**config.mk**
```make
export PLATFORM = sky130hd
export DESIGN_NAME = tpa_sqrt
export DESIGN_NICKNAME = d
export VERILOG_FILES = /design/src/rtl/tpa_pkg.sv /design/src/rtl/tpa_sqrt.sv
export SDC_FILE = /design/constraint.sdc
export NUM_CORES = 1
export LEC_CHECK = 0
export BUFFER_PORTS_ARGS = -buffer_cell sky130_fd_sc_hd__buf_2
export CAP_MARGIN = 20
export CORE_MARGIN = 1
export CORE_UTILIZATION = 35
export DETAILED_ROUTE_END_ITERATION = 10
export PLACE_DENSITY = 0.58
export SYNTH_ARGS = -nofsm -noshare
export SYNTH_HDL_FRONTEND = slang
export SYNTH_SLANG_ARGS = --single-unit
export TNS_END_PERCENT = 50
```
**constraint.sdc**
```tcl
create_clock -name clock -period 12.6 [get_ports clock]
set_input_delay 3.78 -clock clock [delete_from_list [all_inputs] [get_ports clock]]
set_output_delay 3.78 -clock clock [all_outputs]
set_load 0.05 [all_outputs]
```
**src/rtl/tpa_pkg.sv**
```systemverilog
// Shared widths, stage counts and codes for the triangle perimeter and area block.
package tpa_pkg;

   // Input coordinates and derived operands
   localparam int COORD_W     = 16;
   localparam int DIFF_W      = COORD_W + 1;
   localparam int MAG_W       = COORD_W;
   localparam int SIDE_SQ_W   = 2 * MAG_W + 1;
   localparam int VTX_SQ_W    = 2 * MAG_W;
   localparam int PROD_W      = 2 * DIFF_W;
   localparam int CROSS_W     = PROD_W + 1;

   // Result fields
   localparam int PERIM_W     = 19;
   localparam int AREA_W      = 34;

   // Stream payloads
   localparam int REQ_DATA_W  = 6 * COORD_W;
   localparam int RSP_FIELD_W = PERIM_W + AREA_W + 1;
   localparam int RSP_DATA_W  = ((RSP_FIELD_W + 7) / 8) * 8;
   localparam int RSP_PAD_W   = RSP_DATA_W - RSP_FIELD_W;

   // Pipelined square root: two radicand bits and one result bit per iteration
   localparam int SQRT_ITERS  = (SIDE_SQ_W + 1) / 2;
   localparam int SQRT_STEPS  = 2;
   localparam int SQRT_STAGES = (SQRT_ITERS + SQRT_STEPS - 1) / SQRT_STEPS;
   localparam int RAD_W       = 2 * SQRT_ITERS;
   localparam int ROOT_W      = SQRT_ITERS;
   localparam int REM_W       = ROOT_W + 3;

   // Whole pipeline: front, squares, root stages, output
   localparam int PIPE_DEPTH  = SQRT_STAGES + 3;
   localparam int STG_FRONT   = 0;
   localparam int STG_SQUARE  = 1;
   localparam int STG_ROOT    = 2;
   localparam int STG_OUT     = PIPE_DEPTH - 1;
   localparam int CNT_W       = $clog2(PIPE_DEPTH + 1);

   // Register file
   localparam int CSR_ADDR_W  = 3;
   localparam int CSR_DATA_W  = 32;
   localparam logic [CSR_ADDR_W-3:0] REG_RADIUS = 1'b0;

endpackage

```
**src/rtl/tpa_sqrt.sv**
```systemverilog
// Pipelined floor square root, a fixed number of digit iterations per stage.
module tpa_sqrt (
   input  logic                                clock,
   input  logic [tpa_pkg::SQRT_STAGES-1:0]     stage_en,
   input  logic [tpa_pkg::RAD_W-1:0]           radicand,
   output logic [tpa_pkg::ROOT_W-1:0]          root
);

   logic [tpa_pkg::REM_W-1:0]  rem_ff   [tpa_pkg::SQRT_STAGES];
   logic [tpa_pkg::REM_W-1:0]  rem_in   [tpa_pkg::SQRT_STAGES];
   logic [tpa_pkg::ROOT_W-1:0] root_ff  [tpa_pkg::SQRT_STAGES];
   logic [tpa_pkg::ROOT_W-1:0] root_in  [tpa_pkg::SQRT_STAGES];
   logic [tpa_pkg::RAD_W-1:0]  opnd_ff  [tpa_pkg::SQRT_STAGES];
   logic [tpa_pkg::RAD_W-1:0]  opnd_in  [tpa_pkg::SQRT_STAGES];
   logic [tpa_pkg::REM_W-1:0]  rem_src  [tpa_pkg::SQRT_STAGES];
   logic [tpa_pkg::ROOT_W-1:0] root_src [tpa_pkg::SQRT_STAGES];
   logic [tpa_pkg::RAD_W-1:0]  opnd_src [tpa_pkg::SQRT_STAGES];

   for (genvar s = 0; s < tpa_pkg::SQRT_STAGES; s++) begin : g_stage
      // Pick up the partial result of the stage before, or a fresh radicand
      if (s == 0) begin : g_first
         assign rem_src[s]  = '0;
         assign root_src[s] = '0;
         assign opnd_src[s] = radicand;
      end else begin : g_next
         assign rem_src[s]  = rem_ff[s-1];
         assign root_src[s] = root_ff[s-1];
         assign opnd_src[s] = opnd_ff[s-1];
      end

      // Run this stage's digit iterations: bring down two bits, try to subtract
      always_comb begin
         logic [tpa_pkg::REM_W-1:0]  rem_v;
         logic [tpa_pkg::ROOT_W-1:0] root_v;
         logic [tpa_pkg::RAD_W-1:0]  opnd_v;
         logic [tpa_pkg::REM_W-1:0]  trial;
         rem_v  = rem_src[s];
         root_v = root_src[s];
         opnd_v = opnd_src[s];
         trial  = '0;
         for (int k = 0; k < tpa_pkg::SQRT_STEPS; k++) begin
            if (s * tpa_pkg::SQRT_STEPS + k < tpa_pkg::SQRT_ITERS) begin
               rem_v  = {rem_v[tpa_pkg::REM_W-3:0], opnd_v[tpa_pkg::RAD_W-1 -: 2]};
               opnd_v = {opnd_v[tpa_pkg::RAD_W-3:0], 2'b00};
               trial  = tpa_pkg::REM_W'({root_v, 2'b01});
               if (rem_v >= trial) begin
                  rem_v  = rem_v - trial;
                  root_v = {root_v[tpa_pkg::ROOT_W-2:0], 1'b1};
               end else begin
                  root_v = {root_v[tpa_pkg::ROOT_W-2:0], 1'b0};
               end
            end
         end
         rem_in[s]  = rem_v;
         root_in[s] = root_v;
         opnd_in[s] = opnd_v;
      end

      // Advance when the pipeline control lets this stage load
      always_ff @(posedge clock) begin
         if (stage_en[s]) begin
            rem_ff[s]  <= rem_in[s];
            root_ff[s] <= root_in[s];
            opnd_ff[s] <= opnd_in[s];
         end
      end
   end

   assign root = root_ff[tpa_pkg::SQRT_STAGES-1];

endmodule

```
==> results.md, run 1 <==
- Main synth FF type: edfxtp_1
- Crit path time final: between 6000 and 7000 ps
- VDD IR max: 0.000109 V
- Tot GR Track Use: 0.161
- Worst skew pair latency: ~580 ps
- CTS Buffer Depth: 3
- Relative slew margins: 0.320
- Comb power frac: 0.369
- CP max stage delay: approximately 530 ps
- Setup violations, final: 0
- CP max stage cell: o21ai_0
- Share of layout cells above drive strength 1: 0.0912
- Switching Fraction: 0.347
- Total number of yosys warnings: 0
- Total wire length: 51600 um
- Row count: between 90 and 100
- Fin nets: 2345
- Worst Skew: 18.2 ps
- Worst Path Required: about 13000 ps
- Clk pin slew, worst setup/hold paths: about 60 ps
- HP Class: reg -> reg
- Setup bufs post-CTS: 0
- Worst-Margin Slew: 1020 ps
- Clock root buffer master: clkbuf_16
- Max FO, Critical Path: 26
- Post-Syn Instances: 2062
- Crit. Startpoint: root_ff[0][88]
- Avg WL per Cell: between 15 and 20 um
- Depth of the CTS H-tree: 2
- PwrDens: roughly 190 mW/mm^2
- Sequential area share after synthesis: 0.483
- Max-capacitance violation count: 0
- CP endpoint: rem_ff[0][137]
- Antenna Violating Nets Remaining: 0
- Hold Slack: 412 ps
- Port bufs: 60
- Area grow syn2layout: 12.4%
- Yosys reg bits: ~350
- Cts hold-fix bufs: 0
- Synth cell types: just under 100
- DP Wirelength: between 30000 and 40000 um
- Core region area: just over 0.06 mm^2
- Routability cong.: 0.922
- Pin count of the biggest net entering global routing: 49
- Slew Limit Fails: 0
- Tcrit/Tclk final: 0.499
- Reg power frac: 0.359
- Post-synth EDFFs: approximately 350
- Leak Pwr: 9.87 nW
- Initial antenna violation count: 1
- # IOs: 61
- Critical path launch point type: register
- 1st-iter DRT viols: around 1100
- Final worst slack: approximately 6300 ps
- Hold Fails Final Rpt: 0
- Vias per cell: 5.24
- RSZ-0062 raised after global routing: no
- Sw Pwr: 1.66 mW
- Clock power frac: 0.272
- Die area: approximately 0.064 mm^2
- Worst slack at placement: ~6400 ps
- F_max: roughly 160 MHz
- Fillers: around 6000
- Reg-to-reg slack, setup: between 6000 and 7000 ps
- Outcome: finished, final reports clean
- First-pass GRT wire length: ~80000 um
- Worst R2R Path Depth: 22
- Commonest non-fill, non-tap cell in the layout: edfxtp_1
- CTS resizes: 0
- Clk sink count: 353
- Reg-to-reg endpoint: rem_ff[0][137]
- Die height: about 250 um
- Initial Util: 0.355
- Mean Syn Cell Area: 10.7 um^2
- Reg area: about 0.011 mm^2
- Synth async-reset ratio: 0
- Total CTS buffers: between 40 and 50
- Via count: 15700
- Data arrival, critical path: roughly 6700 ps
- DRC violations left: 0
- Footprint of the multi-input gates: 0.0106 mm^2
- R2r startpoint: root_ff[0][88]
- Total Power: around 4.8 mW
- Total grt overflow: 0
- Number of global-route vias before repair: 15300
- Critical path class: reg -> reg
- Int Pwr: 3.12 mW
- Die extent in x: 253 um
- Initial DRT Pass Iterations: 6
- Critical Path Sink Type: register
- Commonest cells after routing, fill and taps aside: edfxtp_1 (353), nor2_1 (172), ha_1 (167)
- Post-Route Setup TNS: 0 ps
- Cells along the critical path: inv_1 > ha_1 > a21oi_1 > o21ai_0 > or3b_2 > o21ai_0 > nand2_2 > inv_2 > nor2_1 > or2_2 > inv_1 > ha_1 > nand4_1 > nor3_1 > nand3_1 > or3b_2 > a21oi_1 > mux2i_1 > nor3b_1 > nand4_2 > or4b_1 > mux2i_1
- TritonCTS clock tree: yes
- Cell Area, Synth: ~0.022 mm^2
==> flip-flops by register name, indices dropped and copies added (netlist names) <==
register  flops
rem_ff      136
opnd_ff     128
root_ff      89
==> worst max-delay path: cells and delay by family, from the launching register on <==
family | cells | cell delay, ps
AND/OR/NAND/NOR | 11 | 3530
AO/OA/AOI/OAI | 4 | 970
adder cells (fa/ha/maj) | 2 | 570
buffers and inverters | 3 | 480
flip-flops | 1 | 340
multiplexers | 2 | 230
==> kinds of logic (layout without fill, tap and decap cells) <==
group | count (synthesis) | count (layout) | share of synthesized area
compound gates | 504 | 504 | 0.151
buf+inv | 190 | 287 | 0.0338
other cells | 1 | 3 | 0.000171
fa+ha+maj | 167 | 167 | 0.0951
mux | 35 | 35 | 0.0173
xor+xnor | 188 | 188 | 0.0750
simple gates | 624 | 624 | 0.145
flops | 353 | 353 | 0.483
==> how the worst min path moves through the flow <==
| stage | from | endpoint | slack (ps) | depth (start not counted) |
|---|---|---|---|---|
| 3_5_place_dp | opnd_ff[0][80] | opnd_ff[0][116] | 400 | 0 |
| 6_report | opnd_ff[0][123] | opnd_ff[0][159] | 410 | 0 |
| 2_1_floorplan | opnd_ff[0][74] | opnd_ff[0][110] | 400 | 0 |
| 3_3_place_gp | opnd_ff[0][123] | opnd_ff[0][159] | 400 | 0 |
| 5_1_grt | opnd_ff[0][21] | opnd_ff[0][57] | 420 | 0 |
| 4_1_cts | opnd_ff[0][80] | opnd_ff[0][116] | 420 | 0 |
==> Yosys cell counts, types with 7 or more instances <==
master      n  area [um^2]
edfxtp_1  353        10600
nor2_1    172          646
ha_1      167         2090
nand2_1   149          559
inv_1     148          556
a21oi_1   146          731
xnor2_1   118         1030
o21ai_0   101          505
xor2_1     70          613
a21o_1     59          443
nor3_1     50          250
nand3_1    40          200
o21a_1     40          300
nand2b_1   34          213
clkbuf_1   24         90.1
nand4_1    24          150
mux2_2     21          236
nor2b_1    21          131
a211oi_1   20          150
nor4_1     18          113
o21bai_1   16          120
o31ai_1    15          113
and2_1     14         87.6
and3_1     13         81.3
or3_1      13         81.3
mux2i_1    12          120
or4_1      11         82.6
a31oi_1    10         62.6
o31a_1     10         87.6
or2_2       9         56.3
and4_1      7         61.3
buf_2       7         35.0
o211a_1     7         70.1
o211ai_1    7         52.6
o22ai_1     7         43.8
==> cell type report <==
| type | count | area share |
|---|---|---|
| multi-input combinational | 1520 | 0.430 |
| clock inverter | 23 | 0.0161 |
| tap | 837 | 0.0424 |
| antenna | 1 | 0.000101 |
| inverter | 152 | 0.0233 |
| timing repair buffer | 65 | 0.0147 |
| clock buffer | 47 | 0.0433 |
| sequential | 353 | 0.430 |
==> power groups by stage <==
stage,combinational (mW),clock [mW],sequential [mW]
after floorplan,1.36,0,1.69
after global placement,1.72,0,1.74
after detailed placement,1.74,0,1.74
after CTS,1.75,1.34,1.72
after global routing,1.96,1.38,1.74
final,1.77,1.30,1.72
==> routing by layer <==
layer,wire length (um),vias to the layer above,global-route usage
li1,-,7768,-
met1,23200,7466,0.209
met2,24700,376,0.273
met3,1930,100,0.0192
met4,1740,0,0.0653
met5,0,-,0
==> through the flow <==
stage	std cells	utilization	area (um^2)
2_1_floorplan	2063	-	22000
3_3_place_gp	2925	0.375	23200
3_5_place_dp	2925	0.375	23200
4_1_cts	2995	0.398	24600
5_1_grt	2998	0.399	24700
6_report	2998	0.399	24700
Power figures use the tool's default switching activity.
==> run 2, diff against run 1 <==
--- a/config.mk
+++ b/config.mk
@@ -5,6 +5,7 @@
 export SDC_FILE = /design/constraint.sdc
 export NUM_CORES = 1
 export LEC_CHECK = 0
+export ABC_AREA = 1
 export BUFFER_PORTS_ARGS = -buffer_cell sky130_fd_sc_hd__buf_2
 export CAP_MARGIN = 20
 export CORE_MARGIN = 1
==> constraint.sdc (replaced) <==
create_clock -name clock -period 5.8 [get_ports clock]
set_input_delay 1.74 -clock clock [delete_from_list [all_inputs] [get_ports clock]]
set_output_delay 1.74 -clock clock [all_outputs]
set_load 0.05 [all_outputs]
==> run 2 against run 1 <==
Effect of this change: global-route usage increased by 0.98 points; core utilization decreased by 0.60 points; synthesized cell count increased by 45%; clock power increased by 100%; flip-flop and latch count unchanged; maximum frequency increased by 21%; critical path depth increased by 1; register-to-register slack got worse by 5700 ps; die area increased by 11%; clock-buffer cell count increased by 3; sequential power increased by 110%; wire length increased by 17%.
==> results.md, run 2 <==
- Outcome: finished, final reports clean
- Port bufs: 60
- Hold Fails Final Rpt: 0
- R2r startpoint: opnd_ff[0][222]
- Utilization after layout: 0.393
- Max FO, Critical Path: 25
- Antenna Violating Nets Remaining: 0
- Clk pin slew, worst setup/hold paths: around 60 ps
- Cells along the critical path: inv_1 > ha_1 > nand3b_1 > nand2_1 > nand2_1 > nand3_2 > nand2_1 > nand2_1 > buf_4 > inv_1 > o21ai_0 > ha_1 > nand2_1 > nor2_1 > inv_1 > nor4_1 > nand3_1 > o21bai_1 > a21oi_1 > nand2_1 > inv_2 > nand2_1 > nand2_1
- Core region area: approximately 0.069 mm^2
- Yosys reg bits: ~350
- Via count: 19400
- Yosys top cell area share: 0.436
- Tot GR Track Use: 0.171
- Crit path max-delay family: simple AND/OR/NAND/NOR gates
- Commonest cells after routing, fill and taps aside: nand2_1 (837), inv_1 (405), edfxtp_1 (353)
- Commonest non-fill, non-tap cell in the layout: nand2_1
- Area contributors post-synth: edfxtp_1 (44%), nand2_1 (13%), ha_1 (8.6%)
- Post-Route Setup TNS: 0 ps
- Worst Path Required: 6120 ps
- Total wire length: between 60000 and 70000 um
- Share of layout cells above drive strength 1: 0.0864
- Avg WL per Cell: approximately 15 um
- Cell Area, Synth: between 0.02 and 0.025 mm^2
- Number of global-route vias before repair: about 18000
- VDD IR max: 0.000227 V
- Critical path depth: 23
- Relative slew margins: 0.319
- Crit path top cell by count: nand2_1
- Total grt overflow: 0
- Sequential area share after synthesis: 0.436
- Worst-Margin Slew: between 1000 and 1500 ps
- Area of placed instances: about 0.026 mm^2
- Reg-to-reg slack, setup: a little over 600 ps
- Crit path time final: ~5200 ps
- Hold Slack: just over 400 ps
- Clk sink count: between 300 and 400
- Fin nets: roughly 3300
- Data arrival, critical path: around 5500 ps
- Pin count of the biggest net entering global routing: between 40 and 50
- Critical Path Sink Type: register
- Routability cong.: 0.905
- Synth async-reset ratio: 0
- 1st-iter DRT viols: 1398
- Post-Syn Instances: just under 3000
- Leak Pwr: approximately 12 nW
- Initial DRT Pass Iterations: 7
- Max reg flops: approximately 140
- CTS resizes: 0
- F_max: between 150 and 200 MHz
- Vias per cell: between 4 and 5
- Post-synth EDFFs: 353
- Biggest area consumer among synthesized cells: edfxtp_1
- PwrDens: 395 mW/mm^2
- DRC violations left: 0
- Setup violations, final: 0
- Die height: roughly 270 um
- Max-capacitance violation count: 0
- Initial antenna violation count: 0
- CTS Buffer Depth: 3
- # IOs: about 60
- Worst R2R Path Depth: 23
- CP max stage cell: inv_1
- Depth of the CTS H-tree: 2
- Total number of yosys warnings: 0
- Critical path class: reg -> reg
- Die area: ~0.070 mm^2
- Synth top cells by count: nand2_1 (837), inv_1 (405), edfxtp_1 (353), nor2_1 (247), nand3_1 (214)
- Area grow syn2layout: 11.0%
- Worst Skew: between 10 and 15 ps
- Main synth FF type: edfxtp_1
- Tcrit/Tclk final: 0.894
- Synth cell types: roughly 50
- Slew Limit Fails: 0
- Biggest regs: rem_ff (136), opnd_ff (128), root_ff (89)
- Hold Crit Depth: 0
- Most common cell in the netlist: nand2_1
- Total Power: about 11 mW
- DP Wirelength: around 48000 um
- TritonCTS clock tree: yes
- Critical path launch point type: register
- Min-delay src: opnd_ff[0][111]
- Final instance area: between 0.02 and 0.03 mm^2
- Worst skew pair latency: 570 ps
- Mean Syn Cell Area: 8.15 um^2
- ANT cells: 0
- Setup bufs post-CTS: 0
- Crit. Startpoint: opnd_ff[0][222]
- First-pass GRT wire length: approximately 96000 um
- HP Class: reg -> reg
- Cts hold-fix bufs: 0
- Crit path buffers/inverters: 5
- Largest reg by FF count: rem_ff
- Total CTS buffers: between 40 and 50
- Clock root buffer master: clkbuf_16
- Die extent in x: ~270 um
- RSZ-0062 raised after global routing: no
- Row count: 96
- CP max stage delay: between 500 and 600 ps
- Initial Util: 0.354
[run 2: path summary, 6_finish.rpt]
kind                endpoint
min reg2reg  opnd_ff[0][147]
max reg2reg   rem_ff[0][148]
min          opnd_ff[0][147]
max           rem_ff[0][148]
[run 2: worst register-to-register path, stage by stage, from the launching register on]
cell	delay, ps
edfxtp_1	480
inv_1	150
ha_1	200
nand3b_1	110
nand2_1	130
nand2_1	110
nand3_2	130
nand2_1	130
nand2_1	50
buf_4	190
inv_1	590
o21ai_0	280
ha_1	420
nand2_1	150
nor2_1	110
inv_1	80
nor4_1	290
nand3_1	140
o21bai_1	180
a21oi_1	80
nand2_1	430
inv_2	290
nand2_1	140
nand2_1	60
[run 2: cell type report]
class	instances	area [um^2]
clock buffers	50	1120
flip-flops and latches	353	10600
multi-input cells	2174	11900
fillers	7042	41600
repair buffers	67	353
well taps	931	1160
inverters	422	1580
clock inverters	26	263
[run 2: power breakdown]
part	leakage [nW]	total (mW)	internal [mW]	switching, mW
sequential	3.37	3.64	3.39	0.255
combinational	8.27	4.36	1.48	2.88
clock	0.671	2.65	1.57	1.08
[run 2: cells by family (layout without fill, tap and decap cells)]
group	count (synthesis)	after routing	synth area share
XOR/XNOR	115	115	0.0415
AND/OR/NAND/NOR	1517	1517	0.274
adder cells (fa/ha/maj)	167	167	0.0860
flip-flops	353	353	0.436
buffers and inverters	454	565	0.0750
AO/OA/AOI/OAI	373	373	0.0874
other	1	2	0.000154
[run 2: per-layer routing]
metal | global-route usage | share of wire
met2 | 0.290 | 0.47
met4 | 0.0464 | 0.023
met5 | 0 | 0
met3 | 0.0220 | 0.039
met1 | 0.228 | 0.47
[run 2: per-stage QoR]
step           cells  setup slack [ps]
6_report        4023               616
5_1_grt         4023              69.1
4_1_cts         4023               702
3_5_place_dp    3947               696
3_3_place_gp    3947               799
2_1_floorplan   2981              2060
